## src/hdl/mrtu_pkg.sv

```systemverilog
`timescale 1ns / 1ps

package mrtu_pkg;

    localparam int DATA_BYTES = 4;
    localparam int COUNT_W    = $clog2(DATA_BYTES + 1);

    localparam logic [15:0] CRC_INIT = 16'hFFFF;
    localparam logic [15:0] CRC_POLY = 16'hA001;

    localparam logic [7:0] BROADCAST_ADDR      = 8'h00;
    localparam logic [7:0] SLAVE_ADDRESS_RESET = 8'h01;
    localparam logic [7:0] EXCEPTION_FLAG      = 8'h80;

    localparam logic [7:0] FC_READ_COILS     = 8'h01;
    localparam logic [7:0] FC_READ_HOLDING   = 8'h03;
    localparam logic [7:0] FC_WRITE_COIL     = 8'h05;
    localparam logic [7:0] FC_WRITE_REGISTER = 8'h06;

    localparam logic [1:0] EX_NONE                 = 2'd0;
    localparam logic [1:0] EX_ILLEGAL_FUNCTION     = 2'd1;
    localparam logic [1:0] EX_ILLEGAL_DATA_ADDRESS = 2'd2;

    localparam logic ITEM_BYTE    = 1'b0;
    localparam logic ITEM_TIMEOUT = 1'b1;

    typedef enum logic [2:0] {
        PH_ADDR = 3'd0,
        PH_FUNC = 3'd1,
        PH_DATA = 3'd2,
        PH_CRC1 = 3'd3,
        PH_CRC2 = 3'd4,
        PH_WAIT = 3'd5
    } phase_t;

    typedef struct packed {
        logic       func;
        logic [7:0] rx_byte;
    } item_t;

    typedef struct packed {
        logic        crc_good;
        logic        respond;
        logic [7:0]  frame_address;
        logic [7:0]  function_code;
        logic [31:0] request_data;
        logic [7:0]  response_code;
        logic [1:0]  exception_code;
    } result_t;

    function automatic logic [15:0] crc_feed(input logic [15:0] crc, input logic [7:0] b);
        logic [15:0] c;
        c = crc ^ {8'h00, b};
        for (int i = 0; i < 8; i++)
        begin
            if (c[0])
            begin
                c = (c >> 1) ^ CRC_POLY;
            end
            else
            begin
                c = c >> 1;
            end
        end
        return c;
    endfunction

    function automatic logic code_handled(input logic [7:0] c);
        return (c == FC_READ_COILS) || (c == FC_READ_HOLDING) ||
               (c == FC_WRITE_COIL) || (c == FC_WRITE_REGISTER);
    endfunction

endpackage

```

## src/hdl/mrtu_rx_fsm.sv

```systemverilog
`timescale 1ns / 1ps

module mrtu_rx_fsm (
    input  logic             clk,
    input  logic             rst_n,
    input  logic             step,
    input  mrtu_pkg::item_t  item,
    input  logic [7:0]       slave_address,
    output logic             emit,
    output mrtu_pkg::result_t result
);

    mrtu_pkg::phase_t              phase_reg, phase_next;
    logic [7:0]                    held_address_reg, held_address_next;
    logic [7:0]                    held_function_reg, held_function_next;
    logic [31:0]                   held_data_reg, held_data_next;
    logic [mrtu_pkg::COUNT_W-1:0]  data_count_reg, data_count_next;
    logic [15:0]                   running_crc_reg, running_crc_next;
    logic [7:0]                    first_crc_byte_reg, first_crc_byte_next;
    logic [15:0]                   crc_fed;
    logic                          crc_good;
    logic                          respond;

    assign crc_fed = mrtu_pkg::crc_feed(
        (phase_reg == mrtu_pkg::PH_ADDR) ? mrtu_pkg::CRC_INIT : running_crc_reg, item.rx_byte);

    always_comb
    begin
        phase_next          = phase_reg;
        held_address_next   = held_address_reg;
        held_function_next  = held_function_reg;
        held_data_next      = held_data_reg;
        data_count_next     = data_count_reg;
        running_crc_next    = running_crc_reg;
        first_crc_byte_next = first_crc_byte_reg;
        if (item.func == mrtu_pkg::ITEM_TIMEOUT)
        begin
            phase_next       = mrtu_pkg::PH_ADDR;
            data_count_next  = '0;
            running_crc_next = mrtu_pkg::CRC_INIT;
        end
        else
        begin
            unique case (phase_reg)
                mrtu_pkg::PH_ADDR:
                begin
                    held_address_next = item.rx_byte;
                    held_data_next    = '0;
                    data_count_next   = '0;
                    running_crc_next  = crc_fed;
                    phase_next        = (item.rx_byte == slave_address ||
                                         item.rx_byte == mrtu_pkg::BROADCAST_ADDR)
                                        ? mrtu_pkg::PH_FUNC : mrtu_pkg::PH_WAIT;
                end
                mrtu_pkg::PH_FUNC:
                begin
                    held_function_next = item.rx_byte;
                    running_crc_next   = crc_fed;
                    phase_next         = mrtu_pkg::PH_DATA;
                end
                mrtu_pkg::PH_DATA:
                begin
                    if (!mrtu_pkg::code_handled(held_function_reg))
                    begin
                        phase_next = mrtu_pkg::PH_WAIT;
                    end
                    else
                    begin
                        held_data_next   = {held_data_reg[23:0], item.rx_byte};
                        running_crc_next = crc_fed;
                        data_count_next  = data_count_reg + 1'b1;
                        if (data_count_next >= mrtu_pkg::COUNT_W'(mrtu_pkg::DATA_BYTES))
                        begin
                            phase_next = mrtu_pkg::PH_CRC1;
                        end
                    end
                end
                mrtu_pkg::PH_CRC1:
                begin
                    first_crc_byte_next = item.rx_byte;
                    phase_next          = mrtu_pkg::PH_CRC2;
                end
                mrtu_pkg::PH_CRC2:
                begin
                    phase_next = mrtu_pkg::PH_WAIT;
                end
                default:
                begin
                    phase_next = phase_reg;
                end
            endcase
        end
    end

    always_comb
    begin
        emit     = (item.func == mrtu_pkg::ITEM_BYTE) && (phase_reg == mrtu_pkg::PH_CRC2);
        crc_good = ({item.rx_byte, first_crc_byte_reg} == running_crc_reg);
        respond  = crc_good && (held_address_reg != mrtu_pkg::BROADCAST_ADDR);
        result.crc_good       = crc_good;
        result.respond        = respond;
        result.frame_address  = held_address_reg;
        result.function_code  = held_function_reg;
        result.request_data   = held_data_reg;
        result.response_code  = respond ? (held_function_reg | mrtu_pkg::EXCEPTION_FLAG) : 8'h00;
        result.exception_code = !respond ? mrtu_pkg::EX_NONE :
                                (held_function_reg == mrtu_pkg::FC_WRITE_REGISTER)
                                ? mrtu_pkg::EX_ILLEGAL_FUNCTION
                                : mrtu_pkg::EX_ILLEGAL_DATA_ADDRESS;
    end

    always_ff @(posedge clk or negedge rst_n)
    begin
        if (!rst_n)
        begin
            phase_reg          <= mrtu_pkg::PH_ADDR;
            held_address_reg   <= '0;
            held_function_reg  <= '0;
            held_data_reg      <= '0;
            data_count_reg     <= '0;
            running_crc_reg    <= mrtu_pkg::CRC_INIT;
            first_crc_byte_reg <= '0;
        end
        else if (step)
        begin
            phase_reg          <= phase_next;
            held_address_reg   <= held_address_next;
            held_function_reg  <= held_function_next;
            held_data_reg      <= held_data_next;
            data_count_reg     <= data_count_next;
            running_crc_reg    <= running_crc_next;
            first_crc_byte_reg <= first_crc_byte_next;
        end
    end

endmodule

```

## src/hdl/mrtu_out_reg.sv

```systemverilog
`timescale 1ns / 1ps

module mrtu_out_reg (
    input  logic              clk,
    input  logic              rst_n,
    input  logic              load,
    input  mrtu_pkg::result_t load_data,
    output logic              free,
    output logic              result_valid,
    input  logic              result_ready,
    output mrtu_pkg::result_t result
);

    logic              valid_reg, valid_next;
    mrtu_pkg::result_t data_reg;

    assign free         = !valid_reg || result_ready;
    assign valid_next   = load || (valid_reg && !result_ready);
    assign result_valid = valid_reg;
    assign result       = data_reg;

    always_ff @(posedge clk or negedge rst_n)
    begin
        if (!rst_n)
        begin
            valid_reg <= 1'b0;
        end
        else
        begin
            valid_reg <= valid_next;
        end
    end

    always_ff @(posedge clk)
    begin
        if (load)
        begin
            data_reg <= load_data;
        end
    end

endmodule

```

## src/hdl/modbus_rtu_slave_request_receiver.sv

```systemverilog
`timescale 1ns / 1ps

// Modbus RTU slave request receiver.
// item channel (item_valid/item_ready/item): one received byte or one
// inter-frame timeout tick per transfer; a tick returns the receiver to the
// address phase.
// result channel (result_valid/result_ready/result): one transfer per frame to
// this slave or broadcast with a handled function code, raised on the second
// CRC byte, carrying the CRC check, the frame fields and the response decision.
// cfg channel (cfg_valid/cfg_ready/cfg_data): writes the own slave address;
// always ready, write only while no frame is in flight.
// A result shows once the last CRC byte has passed the input register, then the
// result register.
// Throughput: one item per cycle but for the stall below; the per-byte CRC update
// and phase step sit between the input register and the state registers.
// When result_ready is low a waiting result holds, bytes that cause no result
// keep flowing, and only the next second-CRC byte stalls in the input register.
// Reset: address phase, CRC 0xFFFF, slave address 1, both channels empty.
module modbus_rtu_slave_request_receiver (
    input  logic              clk,
    input  logic              rst_n,
    input  logic              item_valid,
    output logic              item_ready,
    input  mrtu_pkg::item_t   item,
    output logic              result_valid,
    input  logic              result_ready,
    output mrtu_pkg::result_t result,
    input  logic              cfg_valid,
    output logic              cfg_ready,
    input  logic [7:0]        cfg_data
);

    logic              item_valid_reg, item_valid_next;
    mrtu_pkg::item_t   item_reg;
    logic [7:0]        slave_address_reg;
    logic              emit;
    logic              out_free;
    logic              advance;
    mrtu_pkg::result_t fsm_result;

    assign cfg_ready       = 1'b1;
    assign advance         = item_valid_reg && (!emit || out_free);
    assign item_ready      = !item_valid_reg || advance;
    assign item_valid_next = (item_valid && item_ready) || (item_valid_reg && !advance);

    always_ff @(posedge clk or negedge rst_n)
    begin
        if (!rst_n)
        begin
            item_valid_reg    <= 1'b0;
            slave_address_reg <= mrtu_pkg::SLAVE_ADDRESS_RESET;
        end
        else
        begin
            item_valid_reg <= item_valid_next;
            if (cfg_valid && cfg_ready)
            begin
                slave_address_reg <= cfg_data;
            end
        end
    end

    always_ff @(posedge clk)
    begin
        if (item_valid && item_ready)
        begin
            item_reg <= item;
        end
    end

    mrtu_rx_fsm u_fsm (
        .clk           (clk),
        .rst_n         (rst_n),
        .step          (advance),
        .item          (item_reg),
        .slave_address (slave_address_reg),
        .emit          (emit),
        .result        (fsm_result)
    );

    mrtu_out_reg u_out (
        .clk          (clk),
        .rst_n        (rst_n),
        .load         (advance && emit),
        .load_data    (fsm_result),
        .free         (out_free),
        .result_valid (result_valid),
        .result_ready (result_ready),
        .result       (result)
    );

endmodule

```

## config.mk

```make
export PLATFORM = sky130hd
export DESIGN_NAME = modbus_rtu_slave_request_receiver
export DESIGN_NICKNAME = d
export VERILOG_FILES = /design/src/hdl/mrtu_pkg.sv /design/src/hdl/mrtu_rx_fsm.sv /design/src/hdl/mrtu_out_reg.sv /design/src/hdl/modbus_rtu_slave_request_receiver.sv
export SDC_FILE = /design/constraint.sdc
export NUM_CORES = 1
export LEC_CHECK = 0
export BUFFER_PORTS_ARGS = -buffer_cell sky130_fd_sc_hd__clkbuf_2
export CORE_MARGIN = 1
export CORE_UTILIZATION = 45
export CTS_CLUSTER_DIAMETER = 100
export DETAILED_ROUTE_END_ITERATION = 12
export PLACE_DENSITY = 0.78
export SYNTH_ARGS = -nofsm -noshare
export SYNTH_HDL_FRONTEND = slang
export SYNTH_SLANG_ARGS = --single-unit
```

## constraint.sdc

```tcl
create_clock -name clk -period 5.2 [get_ports clk]
set_input_delay 0.26 -clock clk [delete_from_list [all_inputs] [get_ports clk]]
set_output_delay 0.26 -clock clk [all_outputs]
set_load 0.01 [all_outputs]
```

Yosys cells after proc, flatten, opt, wreduce, memory -nomap -nowiden

Index checks and enable logic that the tools add are counted.

Flip-flop bits (word level): 157
Bits of input ports: 22
Output and inout port bits: 63
Word-level logic and storage cells: 105

Add/subtract/negate cells: 1
Magnitude comparators: 1
Equality and inequality tests: 13
Mux-type cells: 24
Bitwise gates (word level): 10
Reduce and logical (&&, ||, !) cells: 36

Operator list:

| operator                                                               | number |
|---|---|
| 16-bit two-way mux                                                     | 11 |
| 32-bit case mux with 2 select lines                                    | 1 |
| 32-bit two-way mux                                                     | 1 |
| 16-bit case mux with 2 select lines                                    | 1 |
| 2-bit NOT with 3-bit output                                            | 8 |
| 3-bit two-way mux                                                      | 6 |
| 3-bit AND reduction                                                    | 6 |
| 16-bit equality test                                                   | 1 |
| 8-bit by 3-bit equality test with 1-bit output (second input constant) | 2 |
| 16-bit by 8-bit XOR with 16-bit output                                 | 1 |
| 3-bit case mux with 5 select lines                                     | 1 |
| 1-bit logical OR                                                       | 9 |
| 8-bit by 1-bit equality test with 1-bit output (second input constant) | 1 |
| 8-bit by 2-bit equality test with 1-bit output (second input constant) | 1 |
| 8-bit equality test                                                    | 1 |
| 8-bit logical NOT                                                      | 1 |
| 8-bit two-way mux                                                      | 1 |
| 8-bit nonzero test                                                     | 1 |
| 1-bit logical AND                                                      | 7 |
| 3-bit by 2-bit equality test with 1-bit output (second input constant) | 2 |
| 3-bit case mux with 2 select lines                                     | 1 |
| 3-bit nonzero test                                                     | 2 |
| 6-bit nonzero test                                                     | 1 |
| 1-bit logical NOT                                                      | 5 |
| other kinds (13)                                                       | 13 |

Logic depth before layout (Yosys ltp)

Gate-level depths: netlist of run 1.

Word-level depth: 22
Gate-level depth with buffers: 8
Depth with buffers taken out: 7

By module

Synthesis of run 1 repeated with hierarchy kept, for this count alone.

Cell total of the unflattened synthesis: 434
Area, all modules: 6660.1 um^2

Modules (own cells, without submodules):

| module                            | instances | cells each | area an instance (um^2) | sequential area each (um^2) |
|---|---|---|---|---|
| mrtu_rx_fsm                       | 1         | 336        | 4134.0                  | 1971.9 |
| mrtu_out_reg                      | 1         | 63         | 1849.3                  | 1826.8 |
| modbus_rtu_slave_request_receiver | 1         | 35         | 676.9                   | 496.7 |

Worst setup path before layout of run 1

No wires, ideal clock.

Path kind: register to register
Start: reg item_reg[8] (netlist name)
End: reg u_out.data_reg (netlist bit u_out.result[0]) (enable)
Library setup time: 0.548 ns
Data arrival time: 4.880 ns
Required time: 4.652 ns
Slack: -0.229 ns
Stages on the path, launching flop included: 5
Path buffers: 1
Clock period less this slack: 5.429 ns
Cell sequence: edfxtp_1 > clkbuf_1 > inv_1 > nand2_1 > nor3_1

Longest elaborated chain between the ends: 6

RTL lines:

| what                    | line                                    | RTL |
|---|---|---|
| start, declared         | modbus_rtu_slave_request_receiver.sv:34 | `mrtu_pkg::item_t item_reg;` |
| start signal, assigned  | modbus_rtu_slave_request_receiver.sv:67 | `item_reg <= item;` |
| 1-bit NOT (no line) (*) | --                                      |  |
| 1-bit logical AND (*)   | mrtu_rx_fsm.sv:97                       | `emit = (item.func == mrtu_pkg::ITEM_BYTE) && (phase_reg == mrtu_pkg::PH_CRC2);` |
| 1-bit logical NOT       | modbus_rtu_slave_request_receiver.sv:42 | `assign advance = item_valid_reg && (!emit \|\| out_free);` |
| 1-bit logical OR        | modbus_rtu_slave_request_receiver.sv:42 |  |
| 1-bit logical AND       | modbus_rtu_slave_request_receiver.sv:42 |  |
| 1-bit logical AND (*)   | modbus_rtu_slave_request_receiver.sv:84 | `.load (advance && emit),` |
| named net u_out.load    | mrtu_out_reg.sv:6                       | `input logic load,` |
| end signal, assigned    | mrtu_out_reg.sv:38                      | `data_reg <= load_data;` |
| end, declared           | mrtu_out_reg.sv:15                      | `mrtu_pkg::result_t data_reg;` |

Mark *: on every way through the listed nets, which the timed path passes. The rest lies on a longest branch.
A chain may end at the register's enable or synchronous reset.

Worst setup path in the final report of run 1

Start: reg item_reg[8] (netlist name)
End: reg u_out.data_reg (netlist bit u_out.result[49]) (enable)

The elaborated chain is that of the path after synthesis.

==> results of run 1 <==
-- where the power goes --
group          total [W]  leakage (nW)  switching (W)  internal [W]
Clock            0.00129         0.305       0.000493      0.000792
Sequential       0.00173          1.74       0.000199       0.00153
Combinational   0.000624          1.03       0.000313      0.000311
Total            0.00364          3.08        0.00100       0.00263
-- path summary, 6_finish.rpt --
kind / to / start / slack, ps
worst max-delay path: u_out.result[49]$_DFFE_PP_ / item_reg[8]$_DFFE_PP_ / 2170
worst min-delay path: item_reg[8]$_DFFE_PP_ / item[8] / 10
worst max register to register: u_out.result[49]$_DFFE_PP_ / item_reg[8]$_DFFE_PP_ / 2170
worst min register to register: u_out.result[37]$_DFFE_PP_ / u_fsm.held_data_reg[27]$_DFFE_PN0P_ / 450
max in group asynchronous: u_fsm.held_data_reg[12]$_DFFE_PN0P_ / rst_n / 3850
min in group asynchronous: u_fsm.first_crc_byte_reg[3]$_DFFE_PN0P_ / rst_n / 370
-- metrics by stage --
stage	hold slack (ps)	instances
6_report	13.9	789
5_1_grt	0.368	789
4_1_cts	3.08	789
3_5_place_dp	287	750
3_3_place_gp	279	750
2_1_floorplan	-35.6	513
-- cells by family after synthesis --
| kind of cell | share of synthesized area |
|---|---|
| xor+xnor | 0.0660 |
| buf+inv | 0.0239 |
| fa+ha+maj | 0.00192 |
| simple gates | 0.111 |
| flops | 0.656 |
| mux | 0.0554 |
| compound gates | 0.0849 |
| other cells | 0.000577 |
-- routing by layer --
layer	up-vias	part of all wire	global-route usage
li1	1979	-	-
met1	2006	0.42	0.239
met2	170	0.48	0.296
met3	41	0.061	0.0482
met4	0	0.035	0.0968
met5	-	0	0
-- cells in the final DEF (no fill, tap or decap), drive strengths merged, types with 2 or more instances in the layout --
cell type,count
xnor2,40
dlygate4sd3,7
clkbuf,103
o22ai,2
clkinvlp,2
and2,9
nand2b,4
o21ai,45
or3,2
o211a,2
xor2,9
mux2,32
nand4,7
a21oi,11
edfxtp,68
a21o,2
nand2,74
nor2b,4
nor3,6
dfstp,17
or4,3
or2,2
nand3,3
nor2,27
inv,6
o22a,5
a21boi,2
a211oi,3
clkinv,3
nor3b,2
nor4,6
a31oi,8
dfrtp,71
bufinv,2
buf,6
-- area by class of cell --
| class | instances | area share |
|---|---|---|
| clock buffers | 21 | 0.0649 |
| inverters | 2 | 0.000969 |
| repair buffers | 95 | 0.0678 |
| well taps | 180 | 0.0291 |
| flip-flops and latches | 156 | 0.550 |
| clock inverters | 11 | 0.0161 |
| multi-input cells | 324 | 0.271 |
-- worst max-delay path, delay by kind of cell, from the launching register on --
kind                   cells  cell delay, ps
AND/OR/NAND/NOR            2            1190
flip-flops                 1             530
buffers and inverters      2             930
==> results_dict.tcl, run 1 <==
set metrics [dict create \
    floorplan.initialDensity 0.465 \
    clock_sinks 156 \
    clk_pin_slew_ps 60 \
    vias 4196 \
    synthTopCellsByArea "edfxtp_1 31%, dfrtp_1 27%, dfstp_2 6.9%, mux2_2 5.5%, xnor2_1 5.4%" \
    largest_reg_flops 59 \
    report.final.slew_viol_count 0 \
    fp.coreArea_sq_mm 0.0140 \
    fin_skew_ps 6.98 \
    ys_ff_latch 156 \
    arrival_ps 3100 \
    status "finished clean" \
    final_util 0.554 \
    synth_top_cell_by_area "edfxtp_1" \
    die_h_um 122 \
    cts-resized-gates 0 \
    critPathLaunchType "register" \
    maxCapViolCount 0 \
    finalPower_w 0.00364 \
    crit_chain "inv_1 -> nand2_1 -> nor3_4 -> buf_4" \
    cts_setup_buffers 0 \
    cts_made_buffers 17 \
    io_buffers 83 \
    antenna_found_initial 0 \
    crit_type "reg -> reg" \
    dr.pass1.iters 5 \
    wl_per_cell_um 16.5 \
    hold-path-cell-count 1 \
    ir_drop_v 0.000235 \
    nFillCells 1120 \
    drt_iter0_markers 299 \
    slew_headroom 0.289 \
    r2r_cells 4 \
    viasPerCell 5.32 \
    hold_viol_final 0 \
    grt_pass1_vias 4125 \
    routed_wl_um 13000 \
    max_stage_delay_ps 900 \
    synth_top_area_share 0.314 \
    cts-root-buf "clkbuf_16" \
    synth-edff-count 68 \
    clk_latency_ps 430 \
    leakage_nw 3.08 \
    holdBufCountCts 7 \
    final.setup.worst_slack_ps 2170 \
    path_max_fanout 37 \
    rows 43 \
    syn_avg_cell_area_sq_um 12.7 \
    syn2layout_area_growth_pct 19.2 \
    yosys_warnings 0 \
    grt_setup_unrepaired "false" \
    dpl.hpwl_um 8780 \
    slowest_stage "nor3_4" \
    fmax_ghz 0.330 \
    fin_crit_ps 3030 \
    gp_congestion 0.856 \
    clk_path_buf_depth 2 \
    track_usage 0.188 \
    holdCritPathClass "in -> reg" \
    synth_nets 536 \
    finalNetCount 619 \
    synth-seq-area-share 0.656 \
    dp_slack_ps 2190 \
    num_io_pins 85 \
    drc 0 \
    drive_gt1_frac 0.297 \
    gr-total-overflow 0 \
    period_share 0.583 \
    syn_area_sq_mm 0.00650 \
    synthArstFlopShare 0.564 \
    multi_input_area_sq_mm 0.00210 \
    syn-instance-count 513 \
    final-seq-area_sq_mm 0.00427 \
    yosysMostFrequentCell "nand2_1" \
    grt_max_degree 65 \
    placed_area_sq_mm 0.00705 \
    synthFlopType "dfrtp_1" \
    die_w_um 122 \
    htree_num_levels 4 \
    num_antenna_cells 0 \
    cp_data_required_time_ps 5270 \
    drtAntennaViolNets 0 \
    p_per_area_mw_per_mm2 469 \
    synthDistinctLibCells 51 \
    tns_ps 0 \
    yosys-top-cells-count "74 x nand2_1, 71 x dfrtp_1, 68 x edfxtp_1" \
    die_area_sq_mm 0.0149 \
    cts_tree "yes" \
    worst_pin_slew_ps 1060 \
    setup_viol 0 \
    design_area_sq_mm 0.00775 \
    worstSetupEndpointType "register" \
    grt_pass1_wl_um 20800 \
]
Note: power is estimated with default switching activity, not from simulation.
==> inputs of run 2 (changes only) <==
- PLACE_DENSITY: 0.78 -> 0.76
- clock period: 5.2 -> 3 ns (I/O delays scaled with it)
==> run 2 against run 1 <==
  * Critical path depth grew 3
  * Clock skew is essentially flat
  * Final cell count grew 2.8%
  * Core utilization grew 0.81 points
  * Total power grew 67%
  * Count of clock-buffer cells in the layout shrank 2
  * Sequential power grew 73%
  * Setup slack lost 1700 ps
  * Sequential share of layout area shrank 0.79 points
  * First-iteration DRC count grew 2.3%
  * Global-route usage grew 0.087 points
  * Flip-flop and latch count is the same
==> results_dict.tcl, run 2 (synthesis results as in run 1) <==
set metrics [dict create \
    floorplan.initialDensity 0.465 \
    critPathLaunchType "register" \
    design_area_sq_mm 0.00786 \
    cp_data_required_time_ps 3340 \
    rows 43 \
    max_stage_delay_ps 560 \
    period_share 0.841 \
    met3_usage 0.0492 \
    leakage_nw 3.14 \
    io_buffers 83 \
    cts_made_buffers 17 \
    gp_congestion 0.829 \
    crit_family "simple AND/OR/NAND/NOR gates" \
    grt_pass1_wl_um 21100 \
    drive_gt1_frac 0.298 \
    tns_ps 0 \
    num_io_pins 85 \
    dpl.hpwl_um 8940 \
    crit_type "reg -> reg" \
    holdCritPathClass "in -> reg" \
    finalNetCount 641 \
    clk_path_buf_depth 2 \
    gr-total-overflow 0 \
    drc 0 \
    holdBufCountCts 19 \
    die_h_um 122 \
    final_cell_mix "82 x clkbuf_2, 74 x nand2_1, 71 x dfrtp_1" \
    cts_setup_buffers 0 \
    hold_viol_final 0 \
    crit_chain "nor3_1 -> buf_4 -> o21ai_0 -> o211a_1 -> or4_4 -> a21o_1 -> a31oi_1" \
    arrival_ps 2870 \
    placed_area_sq_mm 0.00714 \
    syn2layout_area_growth_pct 20.9 \
    clk_pin_slew_ps 60 \
    p_per_area_mw_per_mm2 773 \
    grt_setup_unrepaired "false" \
    cts-resized-gates 0 \
    viasPerCell 5.21 \
    num_antenna_cells 0 \
    clock_sinks 156 \
    fp.coreArea_sq_mm 0.0140 \
    ir_drop_v 0.000456 \
    slew_headroom 0.277 \
    cp_num_buf_inv 1 \
    setup_viol 0 \
    wl_per_cell_um 16.1 \
    track_usage 0.189 \
    htree_num_levels 4 \
    drt_iter0_markers 306 \
    worstSetupEndpointType "register" \
    routed_wl_um 13100 \
    fmax_ghz 0.396 \
    die_area_sq_mm 0.0149 \
    cts-root-buf "clkbuf_16" \
    use_met1 0.243 \
    fin_crit_ps 2520 \
    grt_max_degree 86 \
    die_w_um 122 \
    dr.pass1.iters 4 \
    slowest_stage "dfrtp_1" \
    status "finished clean" \
    grt-busiest-layer "met2" \
    fin_skew_ps 6.49 \
    clk_latency_ps 420 \
    worst_pin_slew_ps 1080 \
    drtAntennaViolNets 0 \
    dp_slack_ps 524 \
    path_max_fanout 15 \
    cts_tree "yes" \
    vias 4226 \
    maxCapViolCount 0 \
    met2_usage 0.306 \
    antenna_found_initial 0 \
    grt_pass1_vias 4143 \
    final.setup.worst_slack_ps 476 \
    report.final.slew_viol_count 0 \
    final_common_cell "clkbuf_2" \
    largest_reg_flops 59 \
]
## run 2: layout make-up
class	instances	area, sq um
sequential	156	4270
fill	1117	6130
multi-input combinational	324	2100
clock buffer	19	433
clock inverter	13	100
inverter	2	7.51
tap	180	225
timing repair buffer	117	733
## run 2: metrics by stage
step           utilization  std cells  power, W  hold WS (ps)
4_1_cts              0.562        811   0.00611           117
3_3_place_gp         0.510        760   0.00409           327
3_5_place_dp         0.510        760   0.00415           329
2_1_floorplan            -        513   0.00379          -146
5_1_grt              0.562        811   0.00636           146
6_report             0.562        811   0.00608           117
## run 2: path summary, 6_finish.rpt
kind	from	end	slack, ps	cells past startpoint
max	u_fsm.phase_reg[2]$_DFFE_PN0P_	u_fsm.running_crc_reg[0]$_DFFE_PN1P_	480	7
min	result_ready	u_out.result_valid$_DFF_PN0_	120	3
max reg2reg	u_fsm.phase_reg[2]$_DFFE_PN0P_	u_fsm.running_crc_reg[0]$_DFFE_PN1P_	480	7
min reg2reg	u_fsm.held_data_reg[30]$_DFFE_PN0P_	u_out.result[40]$_DFFE_PP_	450	0
max in group asynchronous	rst_n	u_fsm.running_crc_reg[0]$_DFFE_PN1P_	1730	3
min in group asynchronous	rst_n	slave_address_reg[5]$_DFFE_PN0P_	470	2
## run 2: layer usage
metal  wire, um  up-vias
li1           -     2016
met1       5680     2067
met2       6500      123
met3        659       20
met4        250        0
met5          0        -
## run 2: worst reg2reg max path: stages (launching register included)
cell and delay (ps):
dfrtp_1 560, nor3_1 480, buf_4 260, o21ai_0 170, o211a_1 190, or4_4 430
a21o_1 190, a31oi_1 160
## run 2: power by group
part	total [W]	internal [W]	switching [W]
Sequential	0.00299	0.00265	0.000340
Combinational	0.00115	0.000572	0.000575
Clock	0.00194	0.00113	0.000813
Total	0.00608	0.00435	0.00173
